[src/adaptive_two_way_traffic_light_defines.svh]
// Assertion macros for the two-way traffic light.
// Used by the top level; expects clk and arst_n in scope.
`ifndef ADAPTIVE_TWO_WAY_TRAFFIC_LIGHT_DEFINES_SVH
`define ADAPTIVE_TWO_WAY_TRAFFIC_LIGHT_DEFINES_SVH

// same-cycle implication, off during reset
`define ATL_ASSERT_SAME(label, ante, cons) \
	label: assert property (@(posedge clk) disable iff (!arst_n) (ante) |-> (cons)) \
		else $error("traffic light check failed");

// next-cycle implication, off during reset
`define ATL_ASSERT_NEXT(label, ante, cons) \
	label: assert property (@(posedge clk) disable iff (!arst_n) (ante) |=> (cons)) \
		else $error("traffic light check failed");

`endif

[src/atl_pkg.sv]
// Types, constants and per-tick helper functions for the traffic light.
// No dependencies.
`default_nettype none

package atl_pkg;

	localparam int RATIO_FRAC_BITS = 7;
	localparam int RATIO_W         = 9;
	localparam int SPAN_W          = 7;
	localparam int CNT_W           = 8;
	localparam int CFG_IDX_W       = 2;
	localparam int CFG_DATA_W      = 8;

	typedef logic signed [RATIO_W-1:0] ratio_t;
	typedef logic [SPAN_W-1:0]         span_t;
	typedef logic [CNT_W-1:0]          cnt_t;
	typedef logic [1:0]                light_t;
	typedef logic [1:0]                phase_t;
	typedef logic [CFG_IDX_W-1:0]      cfg_idx_t;
	typedef logic [CFG_DATA_W-1:0]     cfg_data_t;

	localparam ratio_t RATIO_ONE = ratio_t'(1 << RATIO_FRAC_BITS);

	localparam phase_t PH_GREEN   = 2'd0;
	localparam phase_t PH_YELLOW  = 2'd1;
	localparam phase_t PH_ALL_RED = 2'd2;

	localparam light_t LIGHT_RED    = 2'd0;
	localparam light_t LIGHT_YELLOW = 2'd1;
	localparam light_t LIGHT_GREEN  = 2'd2;

	localparam cfg_idx_t REG_GREEN_SPAN  = 2'd0;
	localparam cfg_idx_t REG_YELLOW      = 2'd1;
	localparam cfg_idx_t REG_ALL_RED     = 2'd2;
	localparam cfg_idx_t REG_EMPTY_TOL   = 2'd3;

	localparam span_t RST_GREEN_SPAN = 7'd60;
	localparam cnt_t  RST_YELLOW     = 8'd6;
	localparam cnt_t  RST_ALL_RED    = 8'd2;
	localparam cnt_t  RST_EMPTY_TOL  = 8'd6;

	localparam cnt_t UNTIMED   = 8'd255;
	localparam cnt_t MAX_GREEN = 8'd254;

	function automatic ratio_t clamp_ratio(input ratio_t raw);
		ratio_t r;
		r = raw;
		if (raw > RATIO_ONE)
			r = RATIO_ONE;
		else if (raw < -RATIO_ONE)
			r = -RATIO_ONE;
		return r;
	endfunction

	// floor(span * (ONE +/- r) / ONE), saturated below the untimed code
	function automatic cnt_t green_target(input span_t span, input logic lane,
			input ratio_t r);
		logic signed [RATIO_W:0]      w;
		logic [RATIO_W-1:0]           v;
		logic [SPAN_W+RATIO_W-1:0]    prod;
		logic [SPAN_W+RATIO_W-1:0]    t;
		w = lane ? ({RATIO_ONE[RATIO_W-1], RATIO_ONE} - {r[RATIO_W-1], r})
		         : ({RATIO_ONE[RATIO_W-1], RATIO_ONE} + {r[RATIO_W-1], r});
		v = w[RATIO_W-1:0];
		prod = {{RATIO_W{1'b0}}, span} * {{SPAN_W{1'b0}}, v};
		t = prod >> RATIO_FRAC_BITS;
		if (t > {{(SPAN_W+RATIO_W-CNT_W){1'b0}}, MAX_GREEN})
			return MAX_GREEN;
		return t[CNT_W-1:0];
	endfunction

	// other lane empty when the ratio sits within tol of the active lane's extreme
	function automatic logic other_lane_empty(input logic lane, input ratio_t r,
			input cnt_t tol);
		logic signed [RATIO_W:0] d;
		logic [RATIO_W:0]        mag;
		d = lane ? ({r[RATIO_W-1], r} + {RATIO_ONE[RATIO_W-1], RATIO_ONE})
		         : ({r[RATIO_W-1], r} - {RATIO_ONE[RATIO_W-1], RATIO_ONE});
		mag = (d < 0) ? $unsigned(-d) : $unsigned(d);
		return mag < {{(RATIO_W+1-CNT_W){1'b0}}, tol};
	endfunction

endpackage

`default_nettype wire

[src/atl_ifs.sv]
// Valid/ready channel interfaces: tick input, light result, config write.
// Depends on atl_pkg.
`default_nettype none

interface atl_tick_if;
	import atl_pkg::*;
	logic   valid;
	logic   ready;
	ratio_t car_ratio;
	modport source (output valid, output car_ratio, input ready);
	modport sink (input valid, input car_ratio, output ready);
endinterface

interface atl_light_if;
	import atl_pkg::*;
	logic   valid;
	logic   ready;
	light_t lane0_light;
	light_t lane1_light;
	logic   active_lane;
	cnt_t   time_left;
	modport source (output valid, output lane0_light, output lane1_light,
		output active_lane, output time_left, input ready);
	modport sink (input valid, input lane0_light, input lane1_light,
		input active_lane, input time_left, output ready);
endinterface

interface atl_cfg_if;
	import atl_pkg::*;
	logic      valid;
	logic      ready;
	cfg_idx_t  index;
	cfg_data_t data;
	modport source (output valid, output index, output data, input ready);
	modport sink (input valid, input index, input data, output ready);
endinterface

`default_nettype wire

[src/adaptive_two_way_traffic_light.sv]
// Two-way adaptive traffic light: every accepted tick beat yields one result
// beat in the next cycle, carrying both lights, the active lane and the ticks
// left in the phase. A tick is taken every cycle while the result register is
// empty or being drained, so a sustained rate of one tick per cycle holds
// whenever the result side keeps ready high; the only limit is the single
// result register. Config writes are always accepted (ready always high).
// Depends on atl_pkg, atl_ifs and adaptive_two_way_traffic_light_defines.svh.
`default_nettype none

module adaptive_two_way_traffic_light (
	input  wire           clk,
	input  wire           arst_n,
	atl_tick_if.sink      tick,
	atl_light_if.source   lights,
	atl_cfg_if.sink       cfg
);
	import atl_pkg::*;
	`include "adaptive_two_way_traffic_light_defines.svh"

	span_t  green_span_q;
	cnt_t   yellow_q;
	cnt_t   all_red_q;
	cnt_t   empty_tol_q;

	phase_t phase_q;
	logic   green_lane_q;
	cnt_t   phase_count_q;

	logic   out_valid_q;
	light_t lane0_q;
	light_t lane1_q;
	logic   active_q;
	cnt_t   time_left_q;

	logic   tick_acc;
	ratio_t r;
	cnt_t   target;
	cnt_t   cnt_dec;
	phase_t phase_d;
	logic   lane_d;
	cnt_t   count_d;
	light_t l0_d;
	light_t l1_d;

	assign cfg.ready  = 1'b1;
	assign tick.ready = !out_valid_q || lights.ready;
	assign tick_acc   = tick.valid && tick.ready;

	always_ff @(posedge clk or negedge arst_n) begin
		if (!arst_n) begin
			green_span_q <= RST_GREEN_SPAN;
			yellow_q     <= RST_YELLOW;
			all_red_q    <= RST_ALL_RED;
			empty_tol_q  <= RST_EMPTY_TOL;
		end else if (cfg.valid) begin
			case (cfg.index)
				REG_GREEN_SPAN: green_span_q <= cfg.data[SPAN_W-1:0];
				REG_YELLOW:     yellow_q     <= cfg.data;
				REG_ALL_RED:    all_red_q    <= cfg.data;
				REG_EMPTY_TOL:  empty_tol_q  <= cfg.data;
				default: ;
			endcase
		end
	end

	// per-tick phase update
	always_comb begin
		r       = clamp_ratio(tick.car_ratio);
		phase_d = phase_q;
		lane_d  = green_lane_q;
		count_d = phase_count_q;
		cnt_dec = (phase_count_q != '0) ? phase_count_q - 1'b1 : '0;
		target  = green_target(green_span_q, green_lane_q, r);
		case (phase_q)
			PH_YELLOW, PH_ALL_RED: begin
				count_d = cnt_dec;
				if (cnt_dec == '0) begin
					if (phase_q == PH_YELLOW) begin
						phase_d = PH_ALL_RED;
						count_d = all_red_q;
					end else begin
						phase_d = PH_GREEN;
						count_d = target;
					end
				end
			end
			default: begin
				phase_d = PH_GREEN;
				if (phase_count_q == UNTIMED)
					count_d = target;
				else
					count_d = (cnt_dec < target) ? cnt_dec : target;
				if (count_d == '0) begin
					if (other_lane_empty(green_lane_q, r, empty_tol_q)) begin
						count_d = target;
					end else begin
						lane_d  = !green_lane_q;
						phase_d = PH_YELLOW;
						count_d = yellow_q;
					end
				end
			end
		endcase

		l0_d = LIGHT_RED;
		l1_d = LIGHT_RED;
		if (phase_d == PH_YELLOW) begin
			// lane_d already names the incoming lane
			if (lane_d) l0_d = LIGHT_YELLOW;
			else        l1_d = LIGHT_YELLOW;
		end else if (phase_d == PH_GREEN) begin
			if (lane_d) l1_d = LIGHT_GREEN;
			else        l0_d = LIGHT_GREEN;
		end
	end

	always_ff @(posedge clk or negedge arst_n) begin
		if (!arst_n) begin
			phase_q       <= PH_GREEN;
			green_lane_q  <= 1'b0;
			phase_count_q <= UNTIMED;
			out_valid_q   <= 1'b0;
		end else begin
			if (tick_acc) begin
				phase_q       <= phase_d;
				green_lane_q  <= lane_d;
				phase_count_q <= count_d;
				out_valid_q   <= 1'b1;
			end else if (lights.ready) begin
				out_valid_q   <= 1'b0;
			end
		end
	end

	always_ff @(posedge clk) begin
		if (tick_acc) begin
			lane0_q     <= l0_d;
			lane1_q     <= l1_d;
			active_q    <= lane_d;
			time_left_q <= count_d;
		end
	end

	assign lights.valid       = out_valid_q;
	assign lights.lane0_light = lane0_q;
	assign lights.lane1_light = lane1_q;
	assign lights.active_lane = active_q;
	assign lights.time_left   = time_left_q;

	`ATL_ASSERT_NEXT(a_tick_gives_result, tick_acc, out_valid_q && active_q == green_lane_q)
	`ATL_ASSERT_NEXT(a_lane_swap_at_yellow, tick_acc && lane_d != green_lane_q, phase_q == PH_YELLOW)
	`ATL_ASSERT_SAME(a_all_red_shown, out_valid_q && phase_q == PH_ALL_RED,
		lane0_q == LIGHT_RED && lane1_q == LIGHT_RED)
	`ATL_ASSERT_SAME(a_single_green, out_valid_q,
		!(lane0_q == LIGHT_GREEN && lane1_q == LIGHT_GREEN))

endmodule

`default_nettype wire
[src/flat_wrapper.sv]
// flat-port wrapper written by rule: the top's interface ports become plain ports
module adaptive_two_way_traffic_light_flat import atl_pkg::*;
  (clk, arst_n, tick_valid, tick_car_ratio, tick_ready, lights_valid, lights_lane0_light, lights_lane1_light, lights_active_lane, lights_time_left, lights_ready, cfg_valid, cfg_index, cfg_data, cfg_ready);
  atl_tick_if tick_i ();
  atl_light_if lights_i ();
  atl_cfg_if cfg_i ();
  input  wire clk;
  input  wire arst_n;
  input wire logic [$bits(tick_i.valid)-1:0] tick_valid;
  input wire logic [$bits(tick_i.car_ratio)-1:0] tick_car_ratio;
  output wire logic [$bits(tick_i.ready)-1:0] tick_ready;
  output wire logic [$bits(lights_i.valid)-1:0] lights_valid;
  output wire logic [$bits(lights_i.lane0_light)-1:0] lights_lane0_light;
  output wire logic [$bits(lights_i.lane1_light)-1:0] lights_lane1_light;
  output wire logic [$bits(lights_i.active_lane)-1:0] lights_active_lane;
  output wire logic [$bits(lights_i.time_left)-1:0] lights_time_left;
  input wire logic [$bits(lights_i.ready)-1:0] lights_ready;
  input wire logic [$bits(cfg_i.valid)-1:0] cfg_valid;
  input wire logic [$bits(cfg_i.index)-1:0] cfg_index;
  input wire logic [$bits(cfg_i.data)-1:0] cfg_data;
  output wire logic [$bits(cfg_i.ready)-1:0] cfg_ready;
  assign tick_i.valid = tick_valid;
  assign tick_i.car_ratio = tick_car_ratio;
  assign tick_ready = tick_i.ready;
  assign lights_valid = lights_i.valid;
  assign lights_lane0_light = lights_i.lane0_light;
  assign lights_lane1_light = lights_i.lane1_light;
  assign lights_active_lane = lights_i.active_lane;
  assign lights_time_left = lights_i.time_left;
  assign lights_i.ready = lights_ready;
  assign cfg_i.valid = cfg_valid;
  assign cfg_i.index = cfg_index;
  assign cfg_i.data = cfg_data;
  assign cfg_ready = cfg_i.ready;
  adaptive_two_way_traffic_light u_core (.clk(clk), .arst_n(arst_n), .tick(tick_i), .lights(lights_i), .cfg(cfg_i));
endmodule
[config.mk]
export PLATFORM = sky130hd
export DESIGN_NAME = adaptive_two_way_traffic_light_flat
export DESIGN_NICKNAME = d
export VERILOG_FILES = /design/src/atl_pkg.sv /design/src/atl_ifs.sv /design/src/adaptive_two_way_traffic_light.sv /design/src/flat_wrapper.sv
export VERILOG_INCLUDE_DIRS = /design/src /design/src/src
export SDC_FILE = /design/constraint.sdc
export NUM_CORES = 1
export LEC_CHECK = 0
export BUFFER_PORTS_ARGS = -buffer_cell sky130_fd_sc_hd__buf_2
export CORE_MARGIN = 10
export CORE_UTILIZATION = 50
export CTS_BUF_LIST = sky130_fd_sc_hd__clkbuf_8
export CTS_CLUSTER_DIAMETER = 40
export DETAILED_ROUTE_END_ITERATION = 8
export PLACE_DENSITY_LB_ADDON = 0.2
export SYNTH_ARGS = -nofsm -noshare
export SYNTH_HDL_FRONTEND = slang
export SYNTH_SLANG_ARGS = --single-unit
[constraint.sdc]
create_clock -name clk -period 16.7 [get_ports clk]
set_input_delay 0.835 -clock clk [delete_from_list [all_inputs] [get_ports clk]]
set_output_delay 0.835 -clock clk [all_outputs]
set_load 0.01 [all_outputs]
# Word level (Yosys, flattened, before mapping)
# Cells that the tools add are included.
# word_totals
inputBits	24
out_inout_bits	16
elab_cells	81
register_bits	56
# op_classes
mul	1
magnitude_cmp	6
n_addsub	5
n_reduce_logical	15
mux	35
n_eq_ne	7
# op_table
op	count
$mux W8	11
$mux W9	3
$mux W10	2
$mux W2	10
$logic_not A8 Y1	2
$mul A7 B9 Y16	1
$add A9 B9 Y10 const A	1
$lt A10 B1 Y1 const B	1
$lt A10 B8 Y1	1
$neg A10 Y10	1
$sub A9 B9 Y10 const B	1
$gt A9 B8 Y1 const B	1
$gt A9 B9 Y1 const B	1
$lt A9 B8 Y1 const B	1
$mux W1	9
$sub A9 B9 Y9 const A	1
$eq A8 B8 Y1 const B	1
$lt A8 B8 Y1	1
$reduce_and A2 Y1	4
$reduce_bool A8 Y1	1
$sub A8 B1 Y8 const B	1
$eq A2 B1 Y1 const B	3
$eq A2 B2 Y1 const B	3
$logic_not A2 Y1	2
5 further kinds	6

# Logic depth before layout (Yosys ltp)
# Gate-level depths: netlist of run 1.
# logic_depth
ltp_word	19
depth_mapped	36
depth_no_buf	34

# Worst setup path after synthesis of run 1
# Ideal clock, no wire load.
# synth_path
path_kind	input -> register
start	input port tick_car_ratio[8]
end	register u_core.time_left_q[6], in the netlist u_core.lights.time_left[6], data pin
slack_ns	8.020
cell_stages	32
path_buffers	1
t_arrival_ns	8.413
cell_sequence	clkbuf_2 > nor2b_1 > nor2_1 > and2_1 > inv_1 > ha_1 > o31ai_1 > nand2_1 > xor2_1 > and2_1 > fa_1 > inv_1 > fa_1 > fa_1 > inv_1 > fa_1 > ha_1 > and3_1 > a221o_1 > a21oi_1 > a21oi_1 > a211o_1 > and2_1 > ha_1 > a21o_1 > a21o_1 > a2111oi_0 > o21ai_0 > o41a_4 > or3_1 > a22oi_2 > nor2_1
# synth_via
elab_chain_len	16
word_cells_on_any_way	27
cone_classes	4 x add/sub; 1 x mul; 6 x order compare; 15 x mux; 1 x reduce/logical
# synth_lines
item	line	rtl
start, declared	flat_wrapper.sv:10	input wire logic [$bits(tick_i.car_ratio)-1:0] tick_car_ratio;
$lt A9 B8 Y1	atl_pkg.sv:50	else if (raw < -RATIO_ONE)
$mux W9	atl_pkg.sv:50	
$mux W9 *	atl_pkg.sv:48	if (raw > RATIO_ONE)
$add A9 B9 Y10 / $sub A9 B9 Y9 (equally long branches)	atl_pkg.sv:63, atl_pkg.sv:62	
$mux W9	atl_pkg.sv:62	w = lane ? ({RATIO_ONE[RATIO_W-1], RATIO_ONE} - {r[RATIO_W-1], r})
$mul A7 B9 Y16	atl_pkg.sv:65	prod = {{RATIO_W{1'b0}}, span} * {{SPAN_W{1'b0}}, v};
$gt A9 B8 Y1	atl_pkg.sv:67	if (t > {{(SPAN_W+RATIO_W-CNT_W){1'b0}}, MAX_GREEN})
$mux W1	atl_pkg.sv:67	
$mux W8	atl_pkg.sv:69	return t[CNT_W-1:0];
$lt A8 B8 Y1	adaptive_two_way_traffic_light.sv:92	count_d = (cnt_dec < target) ? cnt_dec : target;
$mux W8	adaptive_two_way_traffic_light.sv:92	
$mux W8	adaptive_two_way_traffic_light.sv:89	if (phase_count_q == UNTIMED)
$mux W8	adaptive_two_way_traffic_light.sv:74	case (phase_q)
$logic_not A8 Y1	adaptive_two_way_traffic_light.sv:93	if (count_d == '0) begin
$mux W8	adaptive_two_way_traffic_light.sv:93	
$mux W8 *	adaptive_two_way_traffic_light.sv:74	
named net u_core.count_d[6]	adaptive_two_way_traffic_light.sv:41	cnt_t count_d;
end signal, assigned	adaptive_two_way_traffic_light.sv:140	time_left_q <= count_d;
end, declared	adaptive_two_way_traffic_light.sv:33	cnt_t time_left_q;
# The timed path passes the listed nets; every way through them passes the cells marked *. The select of a mux whose other input is x is not followed.
# A chain may end at the register's enable or synchronous reset.

# Final worst setup path of run 1
# layout_path
start	input port tick_car_ratio[7]
end	register u_core.phase_count_q[3]
# layout_via
elab_chain_len	16
word_cells_on_any_way	27
cone_classes	4 x add/sub; 1 x mul; 6 x order compare; 15 x mux; 1 x reduce/logical
# layout_lines
item	line	rtl
$lt A9 B8 Y1	atl_pkg.sv:50	
$mux W9	atl_pkg.sv:50	
$mux W9 *	atl_pkg.sv:48	
$add A9 B9 Y10 / $sub A9 B9 Y9 (equally long branches)	atl_pkg.sv:63, atl_pkg.sv:62	
$mux W9	atl_pkg.sv:62	
$mul A7 B9 Y16	atl_pkg.sv:65	
$gt A9 B8 Y1	atl_pkg.sv:67	
$mux W1	atl_pkg.sv:67	
$mux W8	atl_pkg.sv:69	
$lt A8 B8 Y1	adaptive_two_way_traffic_light.sv:92	
$mux W8	adaptive_two_way_traffic_light.sv:92	
$mux W8	adaptive_two_way_traffic_light.sv:89	
$mux W8	adaptive_two_way_traffic_light.sv:74	
$logic_not A8 Y1	adaptive_two_way_traffic_light.sv:93	
$mux W8	adaptive_two_way_traffic_light.sv:93	
$mux W8 *	adaptive_two_way_traffic_light.sv:74	
end signal, assigned	adaptive_two_way_traffic_light.sv:127	phase_count_q <= count_d;
end, declared	adaptive_two_way_traffic_light.sv:27	cnt_t phase_count_q;
# Every way passes the cells marked *; elsewhere a longest branch is shown, timed or not. The select of a mux whose other input is x is not followed.

==> results of run 1 <==
==> synthesized netlist by cell type (8+ instances only) <==
library cell / number
nand2_1: 66
ha_1: 51
inv_1: 51
and2_1: 46
nor2_1: 41
mux2_2: 35
fa_1: 33
o21ai_0: 30
dfrtp_1: 26
a21oi_1: 22
dfstp_2: 17
a211oi_1: 14
nand3_1: 14
edfxtp_1: 13
nor3_1: 13
clkbuf_1: 12
a21o_1: 10
xor2_1: 10
o31ai_1: 8
==> tightest hold or removal path: stages (launching register included) <==
cell     delay [ns]
dfstp_2        0.40
nand2_1        0.06
nand3_1        0.05
==> layout make-up <==
class                           instances  area (sq um)  share of cell area
Multi-Input combinational cell        507          4060               0.654
Sequential cell                        56          1490               0.240
Inverter                               51           191              0.0308
Timing Repair Buffer                   38           190              0.0306
Tap cell                              143           179              0.0288
Clock buffer                            5          68.8              0.0111
Clock inverter                          3          28.8             0.00464
==> per-stage QoR <==
stage	setup WS (ns)	util
after floorplan	8.02	-
after global placement	7.07	0.535
after detailed placement	6.91	0.535
after CTS	7.18	0.544
after global routing	6.35	0.544
final	7.11	0.544
==> kinds of logic (layout without fill, tap and decap cells) <==
group,Yosys count,in the layout,share of synthesized area
flops,56,56,0.254
xor+xnor,17,17,0.0254
compound gates,132,132,0.166
other cells,1,1,0.000641
fa+ha+maj,84,84,0.222
buf+inv,74,97,0.0518
simple gates,236,236,0.209
mux,37,37,0.0708
==> cells in the final DEF (no fill, tap or decap), drive strengths merged, types with 5 or more instances in the layout <==
cell type	netlist	final
clkbuf	13	5
fa	33	33
dfrtp	26	26
dfstp	17	17
nand3	14	14
xor2	10	10
nor2	41	41
nand2b	7	7
a211oi	14	14
buf	10	38
and3	7	7
a2111oi	5	5
or3	6	6
and2	46	46
a21oi	22	22
nor3	14	14
inv	51	54
o211ai	6	6
edfxtp	13	13
nor4	5	5
mux2	35	35
a21o	10	10
xnor2	7	7
nand4	8	8
o31ai	11	11
ha	51	51
nand2	66	66
o21ai	32	32
nand3b	5	5
==> metal layers <==
| metal | part of all wire | wire length, um | up-vias |
|---|---|---|---|
| li1 | - | - | 2303 |
| met1 | 0.44 | 6530 | 2395 |
| met2 | 0.50 | 7410 | 144 |
| met3 | 0.038 | 565 | 33 |
| met4 | 0.028 | 420 | 0 |
| met5 | 0 | 0 | - |
==> sequential cells by signal, summed over array words and instances, names as in the netlist, 2 cells and up <==
register	count
u_core.lights.time_left	8
u_core.lights.lane1_light	2
u_core.all_red_q	8
u_core.yellow_q	8
u_core.phase_count_q	8
u_core.lights.lane0_light	2
u_core.phase_q	2
u_core.green_span_q	7
u_core.empty_tol_q	8
==> worst min-delay path by stage <==
stage	start	to	slack, ns	cells past startpoint
2_1_floorplan	u_core.all_red_q[5]$_DFFE_PN0P_	u_core.all_red_q[5]$_DFFE_PN0P_	0.47	1
3_3_place_gp	u_core.all_red_q[5]$_DFFE_PN0P_	u_core.all_red_q[5]$_DFFE_PN0P_	0.48	1
3_5_place_dp	u_core.all_red_q[5]$_DFFE_PN0P_	u_core.all_red_q[5]$_DFFE_PN0P_	0.50	1
4_1_cts	u_core.phase_count_q[5]$_DFFE_PN1P_	u_core.phase_count_q[5]$_DFFE_PN1P_	0.51	2
5_1_grt	u_core.all_red_q[5]$_DFFE_PN0P_	u_core.all_red_q[5]$_DFFE_PN0P_	0.53	1
6_report	u_core.phase_count_q[5]$_DFFE_PN1P_	u_core.phase_count_q[5]$_DFFE_PN1P_	0.51	2
==> impl_metrics.json, run 1 <==
{
  "postLayoutCellArea_sq_mm": 0.00621,
  "path_buf_inv": 4,
  "synth_cell_types": 70,
  "fill_cells": 1070,
  "cts_hold_buffers": 0,
  "syn_inst": 637,
  "setup_violations": 0,
  "skew_ns": 0.0125,
  "gp_congestion": 0.885,
  "critPathKind": "in -> reg",
  "crit_path_end_kind": "flop",
  "path_delay_family": "compound AO/OA/AOI/OAI gates",
  "yosys.area.top_type_share": 0.113,
  "drtIter0Drc": 361,
  "fmax_mhz": 104,
  "r2r_slack_ns": 7.70,
  "yosysSeqAreaShare": 0.254,
  "post_synth.cell_area_avg_sq_um": 9.18,
  "synth_warnings": 0,
  "worst_hold_slack_ns": 0.511,
  "relSlewSlack": 0.276,
  "grt_max_degree": 44,
  "finalCritPeriodShare": 0.575,
  "tightest_slew_ns": 1.07,
  "tritoncts": "built",
  "crit_required_ns": 16.92,
  "slowest_stage": "fa_1",
  "grt_antenna_before_repair": 0,
  "crit_path_max_fanout": 15,
  "num_vias": 4875,
  "met3_usage": 0.0203,
  "fp.dieH_um": 128,
  "status": "completed",
  "clock-sinks": 56,
  "placement.io_buffers": 38,
  "cap_violations": 0,
  "area_growth_pct": 6.07,
  "grt_pass1_wl_um": 24600,
  "cts_root_buf": "clkbuf_8",
  "globalRouteMet1Util": 0.226,
  "drt-wirelength-per-cell_um": 18.6,
  "dp.cells": 795,
  "crit_end": "u_core.phase_count_q[3]$_DFFE_PN1P_",
  "coreArea_sq_mm": 0.0114,
  "path_clk_slew_ns": 0.10,
  "path_depth": 31,
  "drt_wl_total_um": 14900,
  "finalSetupTns_ns": 0,
  "synthFlopType": "dfrtp_1",
  "finalNetCount": 767,
  "min_path_type": "reg -> reg",
  "dp_hpwl_um": 12000,
  "grt_use_total": 0.180,
  "startpoint": "tick_car_ratio[7]",
  "clock_path_buffers": 2,
  "cp_data_arrival_time_ns": 9.81,
  "top_usage_layer": "met2",
  "reg2reg_to": "u_core.phase_count_q[3]$_DFFE_PN1P_",
  "drv_slew": 0,
  "ys_ff_latch": 56,
  "start_kind": "primary input",
  "grt_use_met2": 0.313,
  "synth_largest_area_cell": "fa_1",
  "drive_above_1_share": 0.183,
  "grt_pass1_vias": 4903,
  "rsz0062_at_grt": "no",
  "synth_async_sr_flop_share": 0.768,
  "critPathMaxStageDelay_ns": 0.55,
  "worst_path_most_repeated_cell": "fa_1",
  "diodes": 0,
  "fin_crit_ns": 9.59,
  "grt_overflow": 0,
  "drc_errors": 0,
  "die_width_um": 128,
  "ctsResizeCount": 0,
  "detail-route-antenna-nets": 0,
  "start_util": 0.512,
  "dr.pass1.iters": 5,
  "rows": 39,
  "cts_inserted_buffers": 5,
  "finalHoldViolations": 0,
  "syn_nets": 745,
  "regToRegStartpoint": "u_core.green_lane_q$_DFFE_PN0P_",
  "io_pins": 40,
  "dieArea_sq_mm": 0.0164,
  "vias_per_cell": 6.07,
  "synth_edf_count": 13,
  "synth.area.top_cells": "fa_1, dfrtp_1, ha_1",
  "placed_area_sq_mm": 0.00611,
  "insertion_delay_ns": 0.32,
  "h-tree-depth": 2,
  "r2r_cells": 26,
  "post_cts_buffers": 0,
  "syn-cell-area_sq_mm": 0.00585,
  "stdcell_count": 803
}
Power of run 1 is left out: the tool's default activity adds up to more than one toggle a clock period on the data nets, which glitch-free logic cannot reach.
==> run 2: changes to the inputs <==
ABC_AREA = 1   (was unset)
clock period = 9.9 ns   (was 16.7 ns; I/O delays follow)
==> impl_metrics.json, run 2 <==
{
  "dp.cells": 960,
  "synth_async_sr_flop_share": 0.768,
  "syn_inst": 792,
  "dieArea_sq_mm": 0.0161,
  "fin_crit_ns": 8.79,
  "grt_pass1_vias": 5263,
  "finalSetupTns_ns": 0,
  "path_clk_slew_ns": 0.10,
  "clock-sinks": 56,
  "setup_violations": 0,
  "cp_data_arrival_time_ns": 8.87,
  "peakVddDrop_mv": 0.159,
  "drtIter0Drc": 539,
  "synth_warnings": 0,
  "crit_required_ns": 9.98,
  "tritoncts": "built",
  "final_cell_mix": "nand2_1, inv_1, nor2_1",
  "ys_ff_latch": 56,
  "h-tree-depth": 2,
  "drc_errors": 0,
  "area_growth_pct": 7.10,
  "syn_nets": 900,
  "grt_antenna_before_repair": 0,
  "gp_congestion": 0.983,
  "placement.io_buffers": 38,
  "r2r_cells": 39,
  "synth.area.top_cells": "nand2_1, fa_1, dfrtp_1",
  "drv_slew": 0,
  "synth_cell_types": 44,
  "finalNetCount": 932,
  "start_util": 0.506,
  "rsz0062_at_grt": "no",
  "post_synth.cell_area_avg_sq_um": 7.23,
  "cts_root_buf": "clkbuf_8",
  "stdcell_count": 968,
  "total_power_mw": 2.17,
  "rows": 39,
  "power.density_mw_per_mm2": 354,
  "synth_largest_area_cell": "nand2_1",
  "num_vias": 5382,
  "relSlewSlack": 0.314,
  "dr.pass1.iters": 5,
  "insertion_delay_ns": 0.32,
  "drive_above_1_share": 0.115,
  "critPathKind": "in -> reg",
  "grt_overflow": 0,
  "min_path_type": "in -> async",
  "ctsResizeCount": 0,
  "synthFlopType": "dfrtp_1",
  "synth.top_cells.by_count": "nand2_1, inv_1, nor2_1",
  "status": "completed",
  "drt-wirelength-per-cell_um": 15.9,
  "fill_cells": 1128,
  "detail-route-antenna-nets": 0,
  "finalHoldViolations": 0,
  "io_pins": 40,
  "vias_per_cell": 5.56,
  "clock_path_buffers": 2,
  "syn-cell-area_sq_mm": 0.00573,
  "layout_commonest_cell": "nand2_1",
  "crit_path_end_kind": "flop",
  "worst_path_most_repeated_cell": "nand2_1",
  "synthMostInstantiatedCell": "nand2_1",
  "cts_inserted_buffers": 5,
  "start_kind": "primary input",
  "dp_hpwl_um": 12700,
  "p_leak_nw": 3.24,
  "cap_violations": 0,
  "fmax_mhz": 114,
  "diodes": 0,
  "skew_ns": 0.00670,
  "synth_edf_count": 13,
  "fp.dieH_um": 127,
  "drt_wl_total_um": 15400,
  "final_util": 0.542,
  "grt_use_total": 0.191,
  "slowest_stage": "a2111oi_2",
  "coreArea_sq_mm": 0.0113,
  "crit_path_max_fanout": 9,
  "grt_max_degree": 44,
  "cts_hold_buffers": 0,
  "critPathMaxStageDelay_ns": 0.80,
  "finalCritPeriodShare": 0.888,
  "grt_pass1_wl_um": 25700,
  "tightest_slew_ns": 1.03,
  "die_width_um": 127,
  "post_cts_buffers": 0,
  "yosysSeqAreaShare": 0.260,
  "yosys.area.top_type_share": 0.136
}
[run 2: area by class of cell]
| cell class | instances | area (sq um) | share of cell area |
|---|---|---|---|
| timing repair buffer | 38 | 190 | 0.0310 |
| multi-input combinational | 601 | 3720 | 0.607 |
| clock inverter | 3 | 22.5 | 0.00367 |
| clock buffer | 5 | 68.8 | 0.0112 |
| tap | 143 | 179 | 0.0292 |
| inverter | 122 | 463 | 0.0755 |
| sequential | 56 | 1490 | 0.243 |
[run 2: worst max-delay path, delay by kind of cell]
family | cells | cell delay, ns
AND/OR/NAND/NOR | 27 | 3.12
buffers and inverters | 9 | 0.90
XOR/XNOR | 1 | 0.16
adder cells (fa/ha/maj) | 6 | 2.58
AO/OA/AOI/OAI | 5 | 1.61
[run 2: metal layers]
layer | GRT usage | routed length [um] | up-vias
met5 | 0 | 0 | -
met1 | 0.269 | 7120 | 2518
met4 | 0.0382 | 212 | 0
met2 | 0.293 | 6760 | 227
met3 | 0.0443 | 1320 | 21
li1 | - | - | 2616
[run 2: final timing paths]
check / to / slack [ns] / start
worst max-delay path: u_core.lights.lane1_light[0]$_SDFFCE_PP0P_ / 1.11 / tick_car_ratio[5]
worst min-delay path: u_core.yellow_q[6]$_DFFE_PN0P_ / 0.31 / arst_n
worst max register to register: u_core.lights.lane1_light[0]$_SDFFCE_PP0P_ / 1.46 / u_core.green_lane_q$_DFFE_PN0P_
worst min register to register: u_core.phase_count_q[0]$_DFFE_PN1P_ / 0.50 / u_core.phase_count_q[0]$_DFFE_PN1P_
max in group asynchronous: u_core.all_red_q[3]$_DFFE_PN0P_ / 9.01 / arst_n
min in group clk: u_core.lights.valid$_DFFE_PN0P_ / 0.47 / lights_ready
[run 2: cell families after synthesis]
logic type	count (synthesis)	share of synthesized area
AND/OR/NAND/NOR	393	0.301
buffers and inverters	135	0.0902
AO/OA/AOI/OAI	117	0.111
adder cells (fa/ha/maj)	84	0.227
flip-flops	56	0.260
XOR/XNOR	6	0.0105
other	1	0.000655
[run 2: per-stage QoR]
stage          worst slack, ns  hold slack (ns)  cell area [sq um]
2_1_floorplan             1.99            0.199               5730
3_3_place_gp              1.09            0.470               6040
3_5_place_dp             0.900            0.478               6040
4_1_cts                   1.21            0.351               6130
5_1_grt                  0.200            0.380               6130
6_report                  1.11            0.314               6130
[run 2: report_power, final]
| part | internal, mW | leakage, nW | total [mW] | switching, mW |
|---|---|---|---|---|
| Combinational | 0.551 | 2.56 | 1.64 | 1.09 |
| Sequential | 0.337 | 0.629 | 0.395 | 0.0581 |
| Clock | 0.0510 | 0.0485 | 0.132 | 0.0810 |
| Total | 0.939 | 3.24 | 2.17 | 1.23 |
Note: power is estimated with default switching activity, not from simulation.
==> run 3: changes to the inputs <==
PLACE_DENSITY_LB_ADDON = 0.1   (was 0.2)
==> impl_metrics.json, run 3 (same netlist as run 2, synthesis figures left out) <==
{
  "drtIter0Drc": 468,
  "finalSetupTns_ns": 0,
  "final_util": 0.544,
  "drive_above_1_share": 0.115,
  "drv_slew": 0,
  "grt_overflow": 0,
  "total_power_mw": 2.21,
  "grt_antenna_before_repair": 0,
  "area_growth_pct": 7.58,
  "tightest_slew_ns": 0.940,
  "cts_inserted_buffers": 5,
  "cap_violations": 0,
  "drt-wirelength-per-cell_um": 16.1,
  "r2r_slack_ns": 1.81,
  "setup_violations": 0,
  "worst_slack_ns": 1.54,
  "p_leak_nw": 3.26,
  "start_util": 0.506,
  "h-tree-depth": 2,
  "regToRegStartpoint": "u_core.green_lane_q$_DFFE_PN0P_",
  "drt_wl_total_um": 15600,
  "critPathKind": "in -> reg",
  "tritoncts": "built",
  "critPathMaxStageDelay_ns": 0.55,
  "peakVddDrop_mv": 0.198,
  "cts_root_buf": "clkbuf_8",
  "gp_congestion": 0.965,
  "relSlewSlack": 0.374,
  "finalCritPeriodShare": 0.844,
  "path_clk_slew_ns": 0.11,
  "min_path_type": "in -> async",
  "rows": 39,
  "cp_data_arrival_time_ns": 8.45,
  "crit_path_max_fanout": 9,
  "worst_path_most_repeated_cell": "nand2_1",
  "pre_cts_slack_ns": 1.26,
  "crit_path_end_kind": "flop",
  "insertion_delay_ns": 0.32,
  "num_vias": 5306,
  "multi_input_comb_area_sq_mm": 0.00372,
  "skew_ns": 0.0167,
  "dp_hpwl_um": 13000,
  "fill_cells": 1126,
  "coreArea_sq_mm": 0.0113,
  "slowest_stage": "fa_1",
  "diodes": 0,
  "vias_per_cell": 5.48,
  "die_width_um": 127,
  "finalHoldViolations": 0,
  "detail-route-antenna-nets": 0,
  "fp.dieH_um": 127,
  "clock_path_buffers": 2,
  "crit_required_ns": 9.99,
  "reg2reg_to": "u_core.lights.lane1_light[0]$_SDFFCE_PP0P_",
  "io_pins": 40,
  "seq_area_sq_mm": 0.00149,
  "rsz0062_at_grt": "no",
  "ctsResizeCount": 0,
  "cts_hold_buffers": 0,
  "grt_use_total": 0.193,
  "layout_commonest_cell": "nand2_1",
  "dieArea_sq_mm": 0.0161,
  "post_cts_buffers": 0,
  "final_cell_mix": "nand2_1, inv_1, nor2_1",
  "drc_errors": 0,
  "clock-sinks": 56,
  "placement.io_buffers": 38,
  "status": "completed",
  "power.density_mw_per_mm2": 359,
  "dr.pass1.iters": 6,
  "r2r_cells": 40,
  "start_kind": "primary input",
  "fmax_mhz": 120,
  "finalNetCount": 933,
  "grt_pass1_wl_um": 26000,
  "fin_crit_ns": 8.36,
  "grt_max_degree": 44,
  "grt_pass1_vias": 5279
}
==> run 3: changes by cell type in the layout (fill, tap and decap cells not counted), sizes merged <==
| cell | previous run | this run |
|---|---|---|
| buf | 38 | 39 |
| bufinv | 0 | 1 |
| clkinv | 5 | 3 |
| inv | 120 | 121 |
==> run 3: how the worst max path moves through the flow <==
stage / startpoint / to / slack (ns) / cells past startpoint
finish: tick_car_ratio[5] / u_core.lights.lane1_light[0]$_SDFFCE_PP0P_ / 1.54 / 49
global route: tick_car_ratio[7] / u_core.lights.lane1_light[0]$_SDFFCE_PP0P_ / 0.69 / 50
CTS: tick_car_ratio[5] / u_core.lights.lane1_light[0]$_SDFFCE_PP0P_ / 1.59 / 49
detailed placement: tick_car_ratio[5] / u_core.lights.lane1_light[0]$_SDFFCE_PP0P_ / 1.26 / 46
global placement: tick_car_ratio[5] / u_core.lights.lane1_light[0]$_SDFFCE_PP0P_ / 1.52 / 46
floorplan: tick_car_ratio[5] / u_core.lights.lane1_light[0]$_SDFFCE_PP0P_ / 1.99 / 44
==> run 3: metal layers <==
metal,vias to the layer above,routed length (um),global-route usage
met5,-,0,0
met4,0,87,0.0301
met2,210,6950,0.304
met3,10,1250,0.0471
li1,2621,-,-
met1,2465,7320,0.268
==> run 3: where the power goes <==
| group | switching (mW) | internal [mW] | total (mW) |
|---|---|---|---|
| registers | 0.0627 | 0.337 | 0.400 |
| clock network | 0.0805 | 0.0757 | 0.156 |
| logic | 1.10 | 0.556 | 1.66 |
==> run 3: layout make-up <==
type | count | share of cell area
multi-input combinational | 601 | 0.604
sequential | 56 | 0.241
inverter | 122 | 0.0751
timing repair buffer | 39 | 0.0321
tap | 143 | 0.0290
clock buffer | 5 | 0.0112
clock inverter | 3 | 0.00690
==> run 3: through the flow <==
step                      area (sq um)  cells  hold WS [ns]
after floorplan                   5730    792         0.199
after global placement            6050    961         0.470
after detailed placement          6050    961         0.480
after CTS                         6160    969         0.340
after global routing              6160    969         0.385
final                             6160    969         0.313
==> run 3: worst max-delay path: cells and delay by family <==
kind / cells / cell delay [ns]
AO/OA/AOI/OAI: 5 / 1.04
XOR/XNOR: 1 / 0.17
adder cells (fa/ha/maj): 6 / 2.62
buffers and inverters: 10 / 1.12
AND/OR/NAND/NOR: 27 / 3.03
